$ cat config.mk
export PLATFORM = sky130hd
export DESIGN_NAME = sonar_frame_parse_average
export DESIGN_NICKNAME = d
export VERILOG_FILES = /design/src/hdl/sfpa_pkg.sv /design/src/hdl/sfpa_front.sv /design/src/hdl/sfpa_fifo.sv /design/src/hdl/sfpa_back.sv /design/src/hdl/sonar_frame_parse_average.sv
export SDC_FILE = /design/constraint.sdc
export NUM_CORES = 1
export LEC_CHECK = 0
export ABC_CLOCK_PERIOD_IN_PS = 7650
export BUFFER_PORTS_ARGS = -buffer_cell sky130_fd_sc_hd__buf_2
export CAP_MARGIN = 40
export CORE_UTILIZATION = 25
export CTS_BUF_LIST = sky130_fd_sc_hd__clkbuf_16
export CTS_CLUSTER_DIAMETER = 40
export CTS_CLUSTER_SIZE = 24
export DETAILED_ROUTE_END_ITERATION = 8
export HOLD_SLACK_MARGIN = 0.08
export PLACE_DENSITY_LB_ADDON = 0.08
export REMOVE_ABC_BUFFERS = 1
export SLEW_MARGIN = 20
export SYNTH_ARGS = -nofsm -noshare
export SYNTH_HDL_FRONTEND = slang
export SYNTH_SLANG_ARGS = --single-unit
$ cat constraint.sdc
create_clock -name clk -period 7.65 [get_ports clk]
set_input_delay 1.53 -clock clk [delete_from_list [all_inputs] [get_ports clk]]
set_output_delay 1.53 -clock clk [all_outputs]
set_load 0.02 [all_outputs]
$ cat src/hdl/sfpa_pkg.sv
// ----------------------------------------------------------------------------
// Sonar frame parse/average package
// Widths, character codes and types shared by the front parser, the frame
// queue and the averaging back end.
// ----------------------------------------------------------------------------
package sfpa_pkg;

  localparam int BYTE_W     = 8;
  localparam int VALUE_W    = 14;   // one frame value in millimetres, up to 9999
  localparam int SUM_W      = 22;   // batch total in millimetres
  localparam int CNT_W      = 8;    // measurement count and frames done
  localparam int DIV_W      = 12;   // count times ten, up to 2550
  localparam int AVG_W      = 10;
  localparam int CHAR_CNT_W = 3;    // saturates at FRAME_LEN + 1
  localparam int STEP_W     = $clog2(SUM_W);

  localparam int FIFO_DEPTH = 2;
  localparam int FIFO_PTR_W = $clog2(FIFO_DEPTH);
  localparam int FIFO_CNT_W = $clog2(FIFO_DEPTH + 1);

  localparam logic [BYTE_W-1:0]     CHAR_START = 8'h52;  // 'R'
  localparam logic [BYTE_W-1:0]     CHAR_END   = 8'h0D;  // carriage return
  localparam logic [BYTE_W-1:0]     CHAR_ZERO  = 8'h30;
  localparam logic [BYTE_W-1:0]     CHAR_NINE  = 8'h39;
  localparam logic [CHAR_CNT_W-1:0] FRAME_LEN  = 3'd4;
  localparam logic [CNT_W-1:0]      COUNT_MAX  = 8'd255;
  localparam logic [CNT_W-1:0]      COUNT_RST  = 8'd1;
  localparam logic [AVG_W-1:0]      AVG_MAX    = 10'd999;

  typedef enum logic [1:0] {
    BK_IDLE,
    BK_DIVIDE,
    BK_OUTPUT
  } bk_state_t;

  typedef struct packed {
    logic               valid;
    logic [VALUE_W-1:0] value_mm;
  } frame_t;

endpackage

$ cat src/hdl/sfpa_front.sv
// ----------------------------------------------------------------------------
// Sonar frame parser
// Hunts for the start character, collects the frame characters up to the
// carriage return and hands the value of every four-character frame on.
// ----------------------------------------------------------------------------
module sfpa_front (
  input  logic                          clk,
  input  logic                          rst_n,
  input  logic                          byte_accept,
  input  logic [sfpa_pkg::BYTE_W-1:0]   rx_byte,
  output sfpa_pkg::frame_t              frame_out
);

  logic                              in_frame_r, in_frame_nxt;
  logic [sfpa_pkg::CHAR_CNT_W-1:0]   char_count_r, char_count_nxt;
  logic [sfpa_pkg::VALUE_W-1:0]      frame_value_r, frame_value_nxt;
  logic                              digits_ended_r, digits_ended_nxt;
  logic                              is_digit;
  logic [sfpa_pkg::VALUE_W-1:0]      digit_val;
  logic [sfpa_pkg::VALUE_W-1:0]      value_x10;

  assign is_digit  = (rx_byte >= sfpa_pkg::CHAR_ZERO) && (rx_byte <= sfpa_pkg::CHAR_NINE);
  assign digit_val = sfpa_pkg::VALUE_W'(rx_byte - sfpa_pkg::CHAR_ZERO);
  assign value_x10 = (frame_value_r << 3) + (frame_value_r << 1);

  always_comb begin
    in_frame_nxt       = in_frame_r;
    char_count_nxt     = char_count_r;
    frame_value_nxt    = frame_value_r;
    digits_ended_nxt   = digits_ended_r;
    frame_out.valid    = 1'b0;
    frame_out.value_mm = frame_value_r;
    if (byte_accept) begin
      if (!in_frame_r) begin
        if (rx_byte == sfpa_pkg::CHAR_START) begin
          in_frame_nxt     = 1'b1;
          char_count_nxt   = '0;
          frame_value_nxt  = '0;
          digits_ended_nxt = 1'b0;
        end
      end else if (rx_byte != sfpa_pkg::CHAR_END) begin
        if (char_count_r < sfpa_pkg::FRAME_LEN) begin
          if (!digits_ended_r && is_digit) begin
            frame_value_nxt = value_x10 + digit_val;
          end else begin
            digits_ended_nxt = 1'b1;
          end
        end
        // The count stops one past the frame length, enough to mark it too long.
        if (char_count_r <= sfpa_pkg::FRAME_LEN) begin
          char_count_nxt = char_count_r + 1'b1;
        end
      end else begin
        in_frame_nxt     = 1'b0;
        frame_out.valid  = (char_count_r == sfpa_pkg::FRAME_LEN);
        char_count_nxt   = '0;
        frame_value_nxt  = '0;
        digits_ended_nxt = 1'b0;
      end
    end
  end

  always_ff @(posedge clk) begin
    if (!rst_n) begin
      in_frame_r     <= 1'b0;
      char_count_r   <= '0;
      frame_value_r  <= '0;
      digits_ended_r <= 1'b0;
    end else begin
      in_frame_r     <= in_frame_nxt;
      char_count_r   <= char_count_nxt;
      frame_value_r  <= frame_value_nxt;
      digits_ended_r <= digits_ended_nxt;
    end
  end

endmodule

$ cat src/hdl/sfpa_fifo.sv
// ----------------------------------------------------------------------------
// Sonar frame queue
// A short first-in first-out queue of frame values between the parser and
// the averaging back end.
// ----------------------------------------------------------------------------
module sfpa_fifo (
  input  logic                          clk,
  input  logic                          rst_n,
  input  logic                          push,
  input  logic [sfpa_pkg::VALUE_W-1:0]  push_data,
  input  logic                          pop,
  output logic                          full,
  output logic                          not_empty,
  output logic [sfpa_pkg::VALUE_W-1:0]  pop_data
);

  logic [sfpa_pkg::VALUE_W-1:0]    mem_r [sfpa_pkg::FIFO_DEPTH];
  logic [sfpa_pkg::FIFO_PTR_W-1:0] wr_ptr_r, wr_ptr_nxt;
  logic [sfpa_pkg::FIFO_PTR_W-1:0] rd_ptr_r, rd_ptr_nxt;
  logic [sfpa_pkg::FIFO_CNT_W-1:0] count_r, count_nxt;
  logic                            do_push, do_pop;

  assign full      = (count_r == sfpa_pkg::FIFO_CNT_W'(sfpa_pkg::FIFO_DEPTH));
  assign not_empty = (count_r != '0);
  assign do_push   = push && !full;
  assign do_pop    = pop && not_empty;
  assign pop_data  = mem_r[rd_ptr_r];

  always_comb begin
    wr_ptr_nxt = wr_ptr_r;
    rd_ptr_nxt = rd_ptr_r;
    count_nxt  = count_r;
    if (do_push) begin
      wr_ptr_nxt = (wr_ptr_r == sfpa_pkg::FIFO_PTR_W'(sfpa_pkg::FIFO_DEPTH - 1)) ?
                   '0 : wr_ptr_r + 1'b1;
    end
    if (do_pop) begin
      rd_ptr_nxt = (rd_ptr_r == sfpa_pkg::FIFO_PTR_W'(sfpa_pkg::FIFO_DEPTH - 1)) ?
                   '0 : rd_ptr_r + 1'b1;
    end
    if (do_push && !do_pop) begin
      count_nxt = count_r + 1'b1;
    end else if (do_pop && !do_push) begin
      count_nxt = count_r - 1'b1;
    end
  end

  always_ff @(posedge clk) begin
    if (do_push) begin
      mem_r[wr_ptr_r] <= push_data;
    end
  end

  always_ff @(posedge clk) begin
    if (!rst_n) begin
      wr_ptr_r <= '0;
      rd_ptr_r <= '0;
      count_r  <= '0;
    end else begin
      wr_ptr_r <= wr_ptr_nxt;
      rd_ptr_r <= rd_ptr_nxt;
      count_r  <= count_nxt;
    end
  end

endmodule

$ cat src/hdl/sfpa_back.sv
// ----------------------------------------------------------------------------
// Sonar frame averager
// Adds up frame values, and at the end of each batch divides the total by
// the count times ten, one quotient bit per cycle, into an output register.
// ----------------------------------------------------------------------------
module sfpa_back (
  input  logic                          clk,
  input  logic                          rst_n,
  input  logic [sfpa_pkg::CNT_W-1:0]    count_cfg,
  input  logic                          q_not_empty,
  input  logic [sfpa_pkg::VALUE_W-1:0]  q_data,
  output logic                          q_pop,
  output logic                          out_valid,
  input  logic                          out_ready,
  output logic [sfpa_pkg::AVG_W-1:0]    out_average_cm
);

  sfpa_pkg::bk_state_t             state_r, state_nxt;
  logic [sfpa_pkg::SUM_W-1:0]      sum_r, sum_nxt;
  logic [sfpa_pkg::CNT_W-1:0]      frames_r, frames_nxt;
  logic [sfpa_pkg::SUM_W-1:0]      quo_r, quo_nxt;      // dividend, shifted into quotient
  logic [sfpa_pkg::DIV_W-1:0]      divisor_r, divisor_nxt;
  logic [sfpa_pkg::DIV_W-1:0]      rem_r, rem_nxt;
  logic [sfpa_pkg::STEP_W-1:0]     step_r, step_nxt;
  logic                            out_valid_r, out_valid_nxt;
  logic [sfpa_pkg::AVG_W-1:0]      out_avg_r, out_avg_nxt;

  logic [sfpa_pkg::CNT_W-1:0]      eff_count;
  logic [sfpa_pkg::SUM_W-1:0]      sum_add;
  logic [sfpa_pkg::CNT_W-1:0]      frames_add;
  logic                            batch_done;
  logic [sfpa_pkg::DIV_W:0]        trial;
  logic                            trial_fits;
  logic                            last_step;
  logic                            out_free;
  logic [sfpa_pkg::AVG_W-1:0]      avg_sat;

  always_comb begin
    eff_count = count_cfg;
    if (count_cfg == '0) begin
      eff_count = sfpa_pkg::CNT_W'(1);
    end else if (count_cfg > sfpa_pkg::COUNT_MAX) begin
      eff_count = sfpa_pkg::COUNT_MAX;
    end
  end

  assign sum_add    = sum_r + sfpa_pkg::SUM_W'(q_data);
  assign frames_add = frames_r + 1'b1;
  assign batch_done = (frames_add >= eff_count);

  assign trial      = {rem_r, quo_r[sfpa_pkg::SUM_W-1]};
  assign trial_fits = (trial >= {1'b0, divisor_r});
  assign last_step  = (step_r == sfpa_pkg::STEP_W'(sfpa_pkg::SUM_W - 1));
  assign out_free   = !out_valid_r || out_ready;
  assign avg_sat    = (quo_r > sfpa_pkg::SUM_W'(sfpa_pkg::AVG_MAX)) ?
                      sfpa_pkg::AVG_MAX : quo_r[sfpa_pkg::AVG_W-1:0];

  // Next state.
  always_comb begin
    state_nxt = state_r;
    unique case (state_r)
      sfpa_pkg::BK_IDLE: begin
        if (q_not_empty && batch_done) begin
          state_nxt = sfpa_pkg::BK_DIVIDE;
        end
      end
      sfpa_pkg::BK_DIVIDE: begin
        if (last_step) begin
          state_nxt = sfpa_pkg::BK_OUTPUT;
        end
      end
      sfpa_pkg::BK_OUTPUT: begin
        if (out_free) begin
          state_nxt = sfpa_pkg::BK_IDLE;
        end
      end
      default: state_nxt = sfpa_pkg::BK_IDLE;
    endcase
  end

  // Outputs and datapath.
  always_comb begin
    q_pop         = 1'b0;
    sum_nxt       = sum_r;
    frames_nxt    = frames_r;
    quo_nxt       = quo_r;
    divisor_nxt   = divisor_r;
    rem_nxt       = rem_r;
    step_nxt      = step_r;
    out_avg_nxt   = out_avg_r;
    out_valid_nxt = out_valid_r && !out_ready;
    unique case (state_r)
      sfpa_pkg::BK_IDLE: begin
        q_pop = q_not_empty;
        if (q_not_empty) begin
          if (batch_done) begin
            quo_nxt     = sum_add;
            divisor_nxt = (sfpa_pkg::DIV_W'(eff_count) << 3) +
                          (sfpa_pkg::DIV_W'(eff_count) << 1);
            rem_nxt     = '0;
            step_nxt    = '0;
            sum_nxt     = '0;
            frames_nxt  = '0;
          end else begin
            sum_nxt    = sum_add;
            frames_nxt = frames_add;
          end
        end
      end
      sfpa_pkg::BK_DIVIDE: begin
        rem_nxt  = trial_fits ? sfpa_pkg::DIV_W'(trial - {1'b0, divisor_r}) :
                                trial[sfpa_pkg::DIV_W-1:0];
        quo_nxt  = {quo_r[sfpa_pkg::SUM_W-2:0], trial_fits};
        step_nxt = step_r + 1'b1;
      end
      sfpa_pkg::BK_OUTPUT: begin
        if (out_free) begin
          out_valid_nxt = 1'b1;
          out_avg_nxt   = avg_sat;
        end
      end
      default: begin
        q_pop = 1'b0;
      end
    endcase
  end

  always_ff @(posedge clk) begin
    if (!rst_n) begin
      state_r     <= sfpa_pkg::BK_IDLE;
      sum_r       <= '0;
      frames_r    <= '0;
      out_valid_r <= 1'b0;
    end else begin
      state_r     <= state_nxt;
      sum_r       <= sum_nxt;
      frames_r    <= frames_nxt;
      out_valid_r <= out_valid_nxt;
    end
  end

  always_ff @(posedge clk) begin
    quo_r     <= quo_nxt;
    divisor_r <= divisor_nxt;
    rem_r     <= rem_nxt;
    step_r    <= step_nxt;
    out_avg_r <= out_avg_nxt;
  end

  assign out_valid      = out_valid_r;
  assign out_average_cm = out_avg_r;

endmodule

$ cat src/hdl/sonar_frame_parse_average.sv
// ----------------------------------------------------------------------------
// Sonar frame parse and average
// Parses ASCII range frames from a serial byte stream and emits the batch
// average in centimetres.
//
//   Channel  Ports                                   Carries
//   in       in_valid, in_ready, in_rx_byte          one received serial byte
//   out      out_valid, out_ready, out_average_cm    one batch average, cm
//   cfg      cfg_wr_en, cfg_wr_data                  measurement count
//
// The parser takes one byte per cycle while the two-entry frame queue has
// room. The averager takes queued frames while idle; a frame that closes a
// batch goes through the one-bit-per-cycle divider and into the output
// register, which holds its item while out_ready is low; no frame is taken
// meanwhile, and the parser keeps going until the queue fills.
// Reset is synchronous and active low; the count resets to one.
// ----------------------------------------------------------------------------
module sonar_frame_parse_average (
  input  logic                          clk,
  input  logic                          rst_n,
  input  logic                          in_valid,
  output logic                          in_ready,
  input  logic [sfpa_pkg::BYTE_W-1:0]   in_rx_byte,
  output logic                          out_valid,
  input  logic                          out_ready,
  output logic [sfpa_pkg::AVG_W-1:0]    out_average_cm,
  input  logic                          cfg_wr_en,
  input  logic [sfpa_pkg::CNT_W-1:0]    cfg_wr_data
);

  logic [sfpa_pkg::CNT_W-1:0]     count_r;
  sfpa_pkg::frame_t               frame;
  logic                           q_full;
  logic                           q_not_empty;
  logic                           q_pop;
  logic [sfpa_pkg::VALUE_W-1:0]   q_data;

  always_ff @(posedge clk) begin
    if (!rst_n) begin
      count_r <= sfpa_pkg::COUNT_RST;
    end else if (cfg_wr_en) begin
      count_r <= cfg_wr_data;
    end
  end

  assign in_ready = !q_full;

  sfpa_front u_front (
    .clk         (clk),
    .rst_n       (rst_n),
    .byte_accept (in_valid && in_ready),
    .rx_byte     (in_rx_byte),
    .frame_out   (frame)
  );

  sfpa_fifo u_fifo (
    .clk       (clk),
    .rst_n     (rst_n),
    .push      (frame.valid),
    .push_data (frame.value_mm),
    .pop       (q_pop),
    .full      (q_full),
    .not_empty (q_not_empty),
    .pop_data  (q_data)
  );

  sfpa_back u_back (
    .clk            (clk),
    .rst_n          (rst_n),
    .count_cfg      (count_r),
    .q_not_empty    (q_not_empty),
    .q_data         (q_data),
    .q_pop          (q_pop),
    .out_valid      (out_valid),
    .out_ready      (out_ready),
    .out_average_cm (out_average_cm)
  );

  // A finished frame never meets a full queue, since bytes stop while it is full.
  a_no_overflow: assert property (@(posedge clk) disable iff (!rst_n)
    frame.valid |-> !q_full)
    else $error("frame pushed into a full queue");

  // The average saturates.
  a_avg_range: assert property (@(posedge clk) disable iff (!rst_n)
    out_valid |-> (out_average_cm <= sfpa_pkg::AVG_MAX))
    else $error("average above saturation limit");

  // A pop always follows a queue that held an entry.
  a_pop_nonempty: assert property (@(posedge clk) disable iff (!rst_n)
    q_pop |-> q_not_empty)
    else $error("pop from an empty queue");

  // A new result appears only after the output register was free.
  a_out_load: assert property (@(posedge clk) disable iff (!rst_n)
    $rose(out_valid) |-> $past(!out_valid || out_ready))
    else $error("result loaded over a waiting item");

endmodule
# After elaboration in Yosys (flattened, before gate mapping)
# Memory sizes are Yosys's and may differ from the RTL's. A register that Yosys moved wholly into a read port is not among the register bits.
# Index checks and enable logic that the tools add are counted.
[op_classes] magnitude_cmp=8 eq_ne=16 reduce_logical=30 addsub=13 muxes=49
[ops] cell="$mux W14" count=5
[ops] cell="$mux W22" count=3
[ops] cell="$pmux W22 S2" count=1
[ops] cell="$mux W12" count=3
[ops] cell="$add A14 B14 Y14" count=2
[ops] cell="$mux W8" count=3
[ops] cell="$pmux W12 S2" count=1
[ops] cell="$add A22 B14 Y22" count=1
[ops] cell="$gt A22 B10 Y1 const B" count=1
[ops] cell="$mux W1" count=20
[ops] cell="$ge A13 B12 Y1" count=1
[ops] cell="$add A11 B9 Y12" count=1
[ops] cell="$mux W3" count=4
[ops] cell="$ne A3 B3 Y1 const B" count=4
[ops] cell="$reduce_and A3 Y1" count=4
[ops] cell="$sub A12 B12 Y12" count=1
[ops] cell="$mux W2" count=5
[ops] cell="$mux W5" count=2
[ops] cell="$ne A2 B1 Y1 const B" count=5
[ops] cell="$pmux W5 S2" count=1
[ops] cell="$logic_and A1 B1 Y1" count=9
[ops] cell="$sub A8 B6 Y9 const B" count=1
[ops] cell="$add A8 B1 Y8 const B" count=1
[ops] cell="$eq A8 B7 Y1 const B" count=1
[ops] cell="other kinds (24)" count=36
[word_totals] mem_count=1 ram_bits=28 register_bits=125 out_inout_bits=12 elab_cells=134 inputBits=21
[mem_list] memory="u_fifo.mem_r" words=2 width=14 rd=1 rd_ports_with_merged_regs=1 write_ports=1 line_no="sfpa_fifo.sv:17" text="logic [sfpa_pkg::VALUE_W-1:0] mem_r [sfpa_pkg::FIFO_DEPTH];"

# Logic depth before layout (Yosys ltp)
# Gate-level depths: netlist of the first run.
[logic_depth] ltp_word=9 mapped_depth=12 mapped_depth_nobuf=12

# Hierarchy
# Synthesis of the first run repeated with hierarchy kept, for this count alone.
[hier_totals] cells_unflattened=871 hier_area_um2=8964.8
[by_module_without_submodules] module="sfpa_back" area_each_um2=5710.5 cells_each=592 n_inst=1 seq_area_each_um2=2462.4
[by_module_without_submodules] module="sfpa_front" area_each_um2=1705.4 cells_each=184 n_inst=1 seq_area_each_um2=380.4
[by_module_without_submodules] module="sfpa_fifo" area_each_um2=1239.9 cells_each=68 n_inst=1 seq_area_each_um2=940.9
[by_module_without_submodules] module="sonar_frame_parse_average" area_each_um2=309.0 cells_each=27 n_inst=1 seq_area_each_um2=160.2

# Worst setup path after synthesis of the first run
# No wires, ideal clock.
[synth_path] path_kind="register -> register" start="reg count_r[3] (netlist name)" end="reg u_back.quo_r[0] (netlist name), enable pin" n_path_buf=2 setup_slack_ps=2172 required_ps=7161 arrival_time_ps=4989 stages_incl_launch_ff=11 cell_sequence="dfxtp_1 clkbuf_1 nor2_1 a41o_1 ha_1 nand2b_1 a31oi_1 o311ai_2 nand2_1 clkbuf_1 o21ai_0"
[synth_between] elab_chain_cells=6 elab_cells_between_ends=7 classes_between="2 x order compare; 1 x eq/ne; 2 x mux; 2 x reduce/logical"
[synth_rtl] element="start, declared" line_no="sonar_frame_parse_average.sv:31" text="logic [sfpa_pkg::CNT_W-1:0] count_r;"
[synth_rtl] element="start signal, assigned" line_no="sonar_frame_parse_average.sv:40" text="count_r <= sfpa_pkg::COUNT_RST;"
[synth_rtl] element="start signal, assigned" line_no="sonar_frame_parse_average.sv:42" text="count_r <= cfg_wr_data;"
[synth_rtl] element="$gt A8 B8 Y1" line_no="sfpa_back.sv:42" text="end else if (count_cfg > sfpa_pkg::COUNT_MAX) begin"
[synth_rtl] element="$mux W8" line_no="sfpa_back.sv:42"
[synth_rtl] element="$mux W8 (*)" line_no="sfpa_back.sv:40" text="if (count_cfg == '0) begin"
[synth_rtl] element="net u_back.eff_count, one bit" line_no="sfpa_back.sv:28" text="logic [sfpa_pkg::CNT_W-1:0] eff_count;"
[synth_rtl] element="$ge A8 B8 Y1 (*)" line_no="sfpa_back.sv:49" text="assign batch_done = (frames_add >= eff_count);"
[synth_rtl] element="$ne A2 B1 Y1 (no line) (*)"
[synth_rtl] element="$reduce_and A3 Y1 (no line) (*)"
[synth_rtl] element="end signal, assigned" line_no="sfpa_back.sv:143" text="quo_r <= quo_nxt;"
[synth_rtl] element="end, declared" line_no="sfpa_back.sv:21" text="logic [sfpa_pkg::SUM_W-1:0] quo_r, quo_nxt;"
# Mark *: on every way through the listed nets, which the timed path passes. The rest lies on a longest branch.
# A chain may end at the register's enable or synchronous reset.

# Worst setup path in the final report of the first run
[layout_path] start="in in_rx_byte[4] (netlist name)" end="reg u_front.frame_value_r[13] (netlist name)"
[layout_between] elab_chain_cells=6 elab_cells_between_ends=16 classes_between="2 x add/sub; 2 x order compare; 4 x eq/ne; 4 x mux; 4 x reduce/logical"
[layout_rtl] element="start, declared" line_no="sonar_frame_parse_average.sv:23" text="input logic [sfpa_pkg::BYTE_W-1:0] in_rx_byte,"
[layout_rtl] element="$sub A8 B6 Y9" line_no="sfpa_front.sv:23" text="assign digit_val = sfpa_pkg::VALUE_W'(rx_byte - sfpa_pkg::CHAR_ZERO);"
[layout_rtl] element="$add A14 B14 Y14" line_no="sfpa_front.sv:44" text="frame_value_nxt = value_x10 + digit_val;"
[layout_rtl] element="$mux W14" line_no="sfpa_front.sv:43" text="if (!digits_ended_r && is_digit) begin"
[layout_rtl] element="$mux W14" line_no="sfpa_front.sv:42" text="if (char_count_r < sfpa_pkg::FRAME_LEN) begin"
[layout_rtl] element="$mux W14" line_no="sfpa_front.sv:41" text="end else if (rx_byte != sfpa_pkg::CHAR_END) begin"
[layout_rtl] element="$mux W14" line_no="sfpa_front.sv:34" text="if (!in_frame_r) begin"
[layout_rtl] element="end signal, assigned" line_no="sfpa_front.sv:72" text="frame_value_r <= frame_value_nxt;"
[layout_rtl] element="end, declared" line_no="sfpa_front.sv:16" text="logic [sfpa_pkg::VALUE_W-1:0] frame_value_r, frame_value_nxt;"
# Several ways; a longest one is shown, not always the timed one. The select of a mux whose other input is x is not followed.

==> results of run 1 <==
[per-layer routing]
layer | up-vias | GRT usage (%) | part of all wire, %
met4 | 0 | 3.36 | 0.87
met2 | 83 | 20.3 | 44
met3 | 10 | 2.20 | 2.8
li1 | 3428 | - | -
met1 | 3187 | 18.3 | 52
met5 | - | 0 | 0
[worst min-delay path: stages, from the launching register on]
cell     delay, ps
dfxtp_1        310
nand2_1         50
a21oi_1         50
[power groups by stage]
stage / combinational [mW] / clock, mW / sequential, mW
4_1_cts: 0.899 / 0.942 / 1.14
5_1_grt: 1.01 / 0.969 / 1.16
2_1_floorplan: 0.616 / 0 / 1.13
3_5_place_dp: 0.892 / 0 / 1.15
3_3_place_gp: 0.901 / 0 / 1.15
6_report: 0.888 / 0.910 / 1.13
[how the worst max path moves through the flow]
stage                       start                         to  slack, ps  cells past startpoint
global placement    in_rx_byte[4]  u_front.frame_value_r[13]       2580                     11
detailed placement  in_rx_byte[4]  u_front.frame_value_r[13]       2980                     12
CTS                 in_rx_byte[4]  u_front.frame_value_r[13]       3430                     12
floorplan              count_r[3]            u_back.quo_r[0]       2290                      8
finish              in_rx_byte[4]  u_front.frame_value_r[13]       3440                     12
global route        in_rx_byte[4]  u_front.frame_value_r[13]       3210                     12
[per-stage QoR]
stage	area, um2	utilization, %	cells	hold slack, ps	power [mW]
after floorplan	8900	-	882	425	1.75
final	10400	29.2	1424	459	2.93
after global routing	10400	29.2	1424	485	3.13
after detailed placement	9770	27.4	1391	453	2.05
after CTS	10400	29.2	1423	460	2.98
after global placement	9750	27.3	1387	442	2.06
[cell families after synthesis]
| kind of cell | count (synthesis) | share of synthesized area, % |
|---|---|---|
| XOR/XNOR | 49 | 4.73 |
| multiplexers | 31 | 3.68 |
| flip-flops | 153 | 43.5 |
| adder cells (fa/ha/maj) | 74 | 11.3 |
| AND/OR/NAND/NOR | 288 | 16.1 |
| buffers and inverters | 97 | 4.37 |
| AO/OA/AOI/OAI | 227 | 16.4 |
[layout by cell type (no fill, tap or decap), drive strengths merged, types with 10 or more instances in the layout]
cell	Yosys	final
fa	13	13
nand2	82	82
inv	60	61
and2	10	10
clkbuf	33	18
a21oi	76	76
nand2b	14	14
nand4	14	14
xor2	20	20
edfxtp	88	88
or3	12	12
nand3	41	41
o21a	10	10
o21ai	41	41
o211ai	10	10
mux2	19	19
buf	4	48
mux2i	12	12
nor2	52	52
nor3	19	19
ha	60	60
a21o	17	17
xnor2	29	29
dfxtp	65	65
[flip-flops by register name, indices dropped and copies added, names as in the netlist, 5 cells and up, named ones only]
register,flops
u_fifo.mem_r,28
u_back.quo_r,22
u_back.sum_r,22
u_front.frame_value_r,14
u_back.rem_r,12
u_back.divisor_r,11
u_back.out_average_cm,10
count_r,8
u_back.frames_r,8
u_back.step_r,5
[cell type report]
| class | instances | area, um2 |
|---|---|---|
| sequential | 153 | 3940 |
| multi-input combinational | 669 | 4750 |
| timing repair buffer | 49 | 280 |
| tap | 461 | 577 |
| clock buffer | 17 | 425 |
| clock inverter | 15 | 201 |
| fill | 3791 | 25200 |
| inverter | 60 | 225 |
==> summary.md, run 1 <==
| Metric | Value |
|---|---|
| Synth area leaders | edfxtp_1 (29%), dfxtp_1 (14%), ha_1 (8.3%) |
| Effective utilization at floorplan | 25.5% |
| Fraction of layout instances using a drive strength above 1 | 12.9% |
| Worst Setup Path Type | input pin to flip-flop |
| DRT Wirelength | 22.6 mm |
| EDFF count, synth | 88 |
| Peak VDD IR | 0.000167 V |
| Critical path arrival | 4560 ps |
| Share of total power in combinational logic | 30.3% |
| Capture instance of the worst register-to-register path | u_back.quo_r[5] |
| Total overflow reported by the global router | 0 |
| RSZ-0062 raised after global routing | no |
| Final-report setup violation count | 0 |
| Number of antenna repair diodes | 0 |
| Fraction of the yosys area taken by sequential cells | 43.5% |
| CTS tree | done |
| Tmin final | 4210 ps |
| Pin count of the biggest net entering global routing | 34 |
| Post-Synthesis Cell Area | 0.00907 mm2 |
| Buffer levels on the longest clock path | 2 |
| PortBufs | 32 |
| Post-synthesis sequential element count | 153 |
| Horizontal die dimension | 193 um |
| Post-CTS Setup Bufs | 0 |
| Capture endpoint of the worst hold path | u_back.sum_r[0] |
| Hold-fix buffer count after cts | 0 |
| Worst min-delay path class | flip-flop to flip-flop |
| Worst Hold Launch | u_back.sum_r[0] |
| Area of the placeable core | 0.0357 mm2 |
| Hpwl dp | 16.6 mm |
| Clock transition at the register clock pins on the worst setup and hold paths after CTS | 60 ps |
| Setup tns final | 0 ps |
| Worst clock skew on the final layout | 16.8 ps |
| Wire length of the first global-routing pass | 37.0 mm |
| Critical-path cell with the highest stage delay | or4b_1 |
| H-tree depth reported by CTS | 4 |
| Final worst-path cycle share | 55.0% |
| Fraction of registers with async set or reset after synthesis | 0% |
| Static leakage | 3.98 nW |
| Standard-cell rows | 69 |
| Proportion of total power due to net switching | 34.6% |
| Avg Inst Size Synth | 9.87 um2 |
| Internal Power | 1.92 mW |
| Clock network power share | 31.0% |
| Nets | 1044 |
| Most common flop cell mapped by yosys | edfxtp_1 |
| Worst reg-to-reg path cell count | 10 |
| Final hold violation count | 0 |
| Fraction of synthesized cell area taken by the top area cell type | 29.1% |
| Capturing element type of the critical path | flip-flop |
| Average via count per standard cell | 4.71 |
| Violated checks | design-rule violations |
| Per-cell routed wire length | 15.8 um |
| CP cell instances | buf_2 > ha_1 > nor3_1 > buf_2 > fa_1 > ha_1 > or3_1 > o211ai_1 > nand2_1 > o211a_1 > or4b_1 > o211ai_2 |
| Number of clock sinks | 153 |
| Worst hold path depth | 2 |
| TritonCTS Buffers | 17 |
| Register-to-Register Setup Slack | 3930 ps |
| CP startpoint kind | input pin |
| Clock Root Buffer | clkbuf_16 |
| Max-slew violations | 0 |
| Later-pin clock latency in the skew report | 430 ps |
| Worst path buffer plus inverter count | 2 |
| Setup Slack @ Placement | 2980 ps |
| Crit-path max cell delay | 480 ps |
| Largest delay contributor family on the critical path | simple AND/OR/NAND/NOR gates |
| Floorplan die height | 193 um |
| Data required time at the worst endpoint | 8010 ps |
| Ranking of synthesized cells by instance count | edfxtp_1 (88), nand2_1 (82), a21oi_1 (76), dfxtp_1 (65), ha_1 (60) |
| Die Outline Area | 0.0371 mm2 |
| Least-Margin Pin Slew | 781 ps |
| Via count of the routed design | 6708 |
| Sequential cell fraction of total power | 38.7% |
| Power density over cell area | 282 mW/mm2 |
| Starting DRC count in detailed routing | 227 |
| Run status | finished, violations left |
| Number of top-level pins | 33 |
| Most frequently used cell type in the post-synthesis netlist | edfxtp_1 |
| Max transition margin | 47.9% |
| Number of standard cells after synthesis | 919 |
| Number of distinct library cell variants in the gate-level netlist after synthesis | 76 |
| Count of unresolved DRC violations after routing | 4 |
| Critical-path maximum fanout | 5 |
| Fmax | 238 MHz |
| Number of gates resized after CTS | 0 |
| Maxcap violations | 0 |
| Synth Warn # | 0 |
| Leading area contributor after synthesis | edfxtp_1 |
| Via count of the first global-routing pass | 6679 |
| Weighted congestion reported at the end of routability-driven placement | 0.755 |
| Count of nets left with antenna violations after detail routing | 0 |
| Synthesis-to-finish area growth | 14.7% |
| GRT Overall Usage | 12.9% |
| Post-route worst setup slack | 3440 ps |
| First-pass iteration count of the detailed router | 6 |
| Switching Power | 1.02 mW |
| Startpoint of the worst-slack reg-to-reg timing path | u_back.frames_r[2] |
| Number of antenna violations at the first check in global routing | 0 |
Note: power is estimated with default switching activity, not from simulation.
==> run 2, diff against run 1 <==
Settings changed: ABC_CLOCK_PERIOD_IN_PS 7650 to 3470.
Clock period 7.65 ns to 3.47 ns, I/O delays scaled along.
==> run 2 against run 1 <==
  * The flow still finishes with violations (design-rule violations)
  * Die area did not move
  * Sequential cell count did not move
  * Count of clock-buffer cells in the layout did not move
  * First-iteration DRC count rose by 19%
  * Wire length rose by 1.5%
  * Critical path depth fell by 3
  * Worst setup slack got worse by 3200 ps
  * Utilization rose by 0.63 points
  * Design area rose by 2.2%
  * Largest cell class unchanged
  * Largest power group unchanged
==> summary.md, run 2 (synthesis gave the netlist of run 1 again) <==
| Metric | Value |
|---|---|
| Weighted congestion reported at the end of routability-driven placement | 0.739 |
| Filler Cell Count | 3806 |
| Floorplan die height | 193 um |
| Pin count of the biggest net entering global routing | 40 |
| H-tree depth reported by CTS | 4 |
| Most common cell after layout, fill and taps aside | edfxtp_1 |
| Leading cell types in the layout, fill and taps excluded | edfxtp_1 (88), nand2_1 (82), a21oi_1 (76) |
| Number of gates resized after CTS | 0 |
| Overall Power | 6.49 mW |
| Final-report setup violation count | 0 |
| Least-Margin Pin Slew | 766 ps |
| Multi-input gate area | 0.00475 mm2 |
| Sequential cell area | 0.00394 mm2 |
| Violated checks | design-rule violations |
| Number of cells in the design after placement | 1419 |
| Maxcap violations | 0 |
| Clock Root Buffer | clkbuf_16 |
| Wire length of the first global-routing pass | 37.1 mm |
| Later-pin clock latency in the skew report | 440 ps |
| DRT Wirelength | 22.9 mm |
| Average via count per standard cell | 4.64 |
| Nets | 1071 |
| CP startpoint kind | flip-flop |
| Standard-cell rows | 69 |
| Max transition margin | 48.9% |
| Instance area after placement | 0.0100 mm2 |
| Starting DRC count in detailed routing | 269 |
| Number of antenna violations at the first check in global routing | 0 |
| PortBufs | 32 |
| Final worst-path cycle share | 91.7% |
| Effective utilization at floorplan | 25.5% |
| Hold-fix buffer count after cts | 0 |
| Static leakage | 4.12 nW |
| Tmin final | 3180 ps |
| CTS tree | done |
| Post-route cell area | 0.0106 mm2 |
| Horizontal die dimension | 193 um |
| Clock transition at the register clock pins on the worst setup and hold paths after CTS | 60 ps |
| Critical-path maximum fanout | 4 |
| Worst clock skew on the final layout | 10.8 ps |
| Via count of the first global-routing pass | 6802 |
| Synthesis-to-finish area growth | 17.2% |
| Via count of the routed design | 6735 |
| Data required time at the worst endpoint | 3660 ps |
| Final cell count without fillers | 1451 |
| Number of clock sinks | 153 |
| Fraction of layout instances using a drive strength above 1 | 15.2% |
| Die Outline Area | 0.0371 mm2 |
| Area of the placeable core | 0.0357 mm2 |
| First-pass iteration count of the detailed router | 7 |
| Max FFs per register | 28 |
| Per-cell routed wire length | 15.8 um |
| Power density over cell area | 610 mW/mm2 |
| Count of unresolved DRC violations after routing | 4 |
| Post-route worst setup slack | 288 ps |
| Largest registers | u_fifo.mem_r x28, u_back.quo_r x22, u_back.sum_r x22 |
| Number of top-level pins | 33 |
| RSZ-0062 raised after global routing | no |
| Worst min-delay path class | flip-flop to flip-flop |
| Buffer levels on the longest clock path | 2 |
| Setup Slack @ Placement | 15.1 ps |
| Final hold violation count | 0 |
| GRT Overall Usage | 13.1% |
| Number of antenna repair diodes | 0 |
| Hpwl dp | 17.1 mm |
| Peak VDD IR | 0.000358 V |
| Post-CTS Setup Bufs | 0 |
| Count of nets left with antenna violations after detail routing | 0 |
| Fmax | 314 MHz |
| Run status | finished, violations left |
| Critical path arrival | 3370 ps |
| Max-slew violations | 0 |
| Capturing element type of the critical path | flip-flop |
| Worst Setup Path Type | flip-flop to flip-flop |
| Register name with the most flops | u_fifo.mem_r |
| Total overflow reported by the global router | 0 |
| TritonCTS Buffers | 17 |
run 2: changes by cell type in the layout (fill, tap and decap cells not counted), sizes merged:
| cell | delta |
|---|---|
| clkbuf | -1 |
| inv | +1 |
| buf | +28 |
| bufinv | -1 |
run 2: worst paths after layout:
kind	startpoint	end	slack (ps)	depth (start not counted)
max	flip-flop	u_back.quo_r[10]	290	9
min	u_back.sum_r[3]	u_back.sum_r[3]	470	2
max reg2reg	flip-flop	u_back.quo_r[10]	290	9
min reg2reg	u_back.sum_r[3]	u_back.sum_r[3]	470	2
run 2: stage by stage:
step / setup TNS [ps] / util (%) / hold WS [ps]
2_1_floorplan: -74300 / - / 425
3_3_place_gp: 0 / 28.1 / 448
3_5_place_dp: 0 / 28.1 / 456
4_1_cts: 0 / 29.8 / 459
5_1_grt: 0 / 29.8 / 475
6_report: 0 / 29.8 / 466
run 2: routing by layer:
metal | wire length (um) | vias to the layer above | GRT usage (%)
met3 | 516 | 13 | 2.67
met1 | 11900 | 3195 | 17.6
met5 | 0 | - | 0
li1 | - | 3464 | -
met4 | 252 | 0 | 3.91
met2 | 10300 | 63 | 21.0
run 2: area by class of cell:
type | count | share of cell area, %
multi-input cells | 669 | 44.7
flip-flops and latches | 153 | 37.1
well taps | 461 | 5.43
repair buffers | 76 | 5.00
clock buffers | 17 | 4.00
inverters | 60 | 2.12
clock inverters | 15 | 1.65
run 2: worst max-delay path, cell delays in order, from the launching register on:
cell and delay (ps):
dfxtp_1 380, mux2_2 380, ha_1 230, fa_1 410, a21o_1 170, a21oi_1 280
o31a_1 300, nor3_1 80, a311o_1 410, mux2_2 290
run 2: power by group:
| part | internal [mW] | switching, mW |
|---|---|---|
| logic | 0.796 | 1.28 |
| registers | 2.30 | 0.188 |
| clock network | 1.13 | 0.800 |
| total | 4.22 | 2.26 |
==> run 3, diff against run 2 <==
Settings changed: CAP_MARGIN 40 to unset, CORE_UTILIZATION 25 to 35.
==> run 3 against run 2 <==
  * The flow now finishes without violations
  * Final cell count shrank 9.6%
  * Via count rose by 0.50%
  * Clock skew increased by 4.5 ps
  * First-iteration DRC count up 27%
  * Global-route usage grew 3.3 points
  * Non-clock buffer count decreased by 8
  * Design area down 2.6%
  * Worst hold slack worse by 4.9 ps
  * Die area fell by 28%
  * Largest cell class unchanged
==> summary.md, run 3 (synthesis gave the netlist of run 1 again) <==
| Metric | Value |
|---|---|
| Max FFs per register | 28 |
| Final worst-path cycle share | 91.2% |
| Critical-path maximum fanout | 4 |
| First-pass iteration count of the detailed router | 5 |
| Weighted congestion reported at the end of routability-driven placement | 0.746 |
| Via count of the routed design | 6769 |
| CTS tree | done |
| Crit-path max cell delay | 410 ps |
| Worst hold path depth | 2 |
| Data required time at the worst endpoint | 3650 ps |
| Critical path arrival | 3340 ps |
| Effective utilization at floorplan | 35.8% |
| Floorplan die height | 163 um |
| Clock Root Buffer | clkbuf_16 |
| Worst Setup Path Type | flip-flop to flip-flop |
| Max transition margin | 40.9% |
| Filler Cell Count | 2517 |
| Largest delay contributor family on the critical path | compound AO/OA/AOI/OAI gates |
| Largest registers | u_fifo.mem_r x28, u_back.quo_r x22, u_back.sum_r x22 |
| Worst path buffer plus inverter count | 0 |
| Fraction of layout instances using a drive strength above 1 | 14.4% |
| PortBufs | 32 |
| Final hold violation count | 0 |
| Number of clock sinks | 153 |
| Most common cell after layout, fill and taps aside | edfxtp_1 |
| Starting DRC count in detailed routing | 341 |
| Number of antenna repair diodes | 0 |
| Per-cell routed wire length | 15.6 um |
| DRT Wirelength | 20.4 mm |
| Maxcap violations | 0 |
| Capturing element type of the critical path | flip-flop |
| Area of the placeable core | 0.0253 mm2 |
| Hold-fix buffer count after cts | 0 |
| Via count of the first global-routing pass | 6537 |
| Average via count per standard cell | 5.16 |
| Static leakage | 4.05 nW |
| Number of top-level pins | 33 |
| Run status | finished clean |
| Horizontal die dimension | 163 um |
| CP cell instances | mux2_2 > ha_1 > fa_1 > a21o_1 > a21oi_1 > o31a_1 > nor3_1 > a311o_1 > mux2_2 |
| Final-report setup violation count | 0 |
| Worst Hold Launch | u_back.sum_r[0] |
| Worst reg-to-reg path cell count | 9 |
| Pin count of the biggest net entering global routing | 48 |
| Tmin final | 3160 ps |
| Critical-path cell with the highest stage delay | fa_1 |
| Total overflow reported by the global router | 0 |
| Number of cells on the critical path | 9 |
| Post-CTS Setup Bufs | 0 |
| Standard-cell rows | 58 |
| Max-slew violations | 0 |
| Count of unresolved DRC violations after routing | 0 |
| Wire length of the first global-routing pass | 34.1 mm |
| TritonCTS Buffers | 17 |
| Peak VDD IR | 0.000263 V |
| Setup Slack @ Placement | -11.0 ps |
| Post-route worst setup slack | 306 ps |
| CP startpoint kind | flip-flop |
| Most Frequent Cell on Critical Path | mux2_2 |
| Fmax | 316 MHz |
| Min Hold Slack | 461 ps |
| Hpwl dp | 15.0 mm |
| Least-Margin Pin Slew | 887 ps |
| Count of nets left with antenna violations after detail routing | 0 |
| Leading cell types in the layout, fill and taps excluded | edfxtp_1 (88), nand2_1 (82), a21oi_1 (76) |
| RSZ-0062 raised after global routing | no |
| Worst clock skew on the final layout | 15.4 ps |
| Later-pin clock latency in the skew report | 430 ps |
| Number of antenna violations at the first check in global routing | 0 |
| Number of gates resized after CTS | 0 |
| GRT Overall Usage | 16.4% |
| Worst min-delay path class | flip-flop to flip-flop |
| Buffer levels on the longest clock path | 2 |
| Power density over cell area | 609 mW/mm2 |
| Clock transition at the register clock pins on the worst setup and hold paths after CTS | 70 ps |
| H-tree depth reported by CTS | 4 |
| Nets | 1063 |
| Overall Power | 6.31 mW |
| Register name with the most flops | u_fifo.mem_r |
| Synthesis-to-finish area growth | 14.1% |
| Die Outline Area | 0.0266 mm2 |
[run 3: changes by cell type in the layout (fill, tap and decap cells not counted), sizes merged]
cell and delta:
buf -8, clkinvlp +2, clkinv -1, bufinv -1
[run 3: where the power goes]
part	switching [mW]	leakage [nW]	internal (mW)
sequential	0.183	1.35	2.30
clock	0.774	0.267	1.06
combinational	1.22	2.44	0.777
total	2.17	4.05	4.13
[run 3: worst paths after layout]
| path | endpoint | slack, ps |
|---|---|---|
| max | u_back.quo_r[10] | 310 |
| min | u_back.sum_r[0] | 460 |
| max reg2reg | u_back.quo_r[10] | 310 |
| min reg2reg | u_back.sum_r[0] | 460 |
[run 3: layer usage]
layer / GRT usage [%] / vias up / share of wire [%]
met5: 0 / - / 0
met2: 26.1 / 81 / 46
met3: 2.79 / 14 / 2.0
li1: - / 3450 / -
met4: 4.72 / 0 / 1.0
met1: 22.8 / 3224 / 51
[run 3: layout make-up]
cell class / count / area [um2] / area share (%)
Inverter: 60 / 225 / 2.17
Clock inverter: 15 / 151 / 1.46
Sequential cell: 153 / 3940 / 38.1
Multi-Input combinational cell: 669 / 4750 / 45.9
Tap cell: 330 / 413 / 3.99
Timing Repair Buffer: 68 / 443 / 4.28
Clock buffer: 17 / 425 / 4.11
[run 3: worst reg2reg max path: cells and delay by family, from the launching register on]
family                   cells  cell delay, ps
flip-flops                   1             400
adder cells (fa/ha/maj)      2             630
multiplexers                 2             650
AO/OA/AOI/OAI                4            1170
AND/OR/NAND/NOR              1              80
[run 3: per-stage QoR]
stage	std cells	area [um2]	utilization (%)	TNS (ps)
after global placement	1280	9780	38.6	0
after CTS	1312	10400	40.9	0
after floorplan	882	8900	-	-74300
after global routing	1312	10400	40.9	0
final	1312	10400	40.9	0
after detailed placement	1280	9780	38.6	-11.0
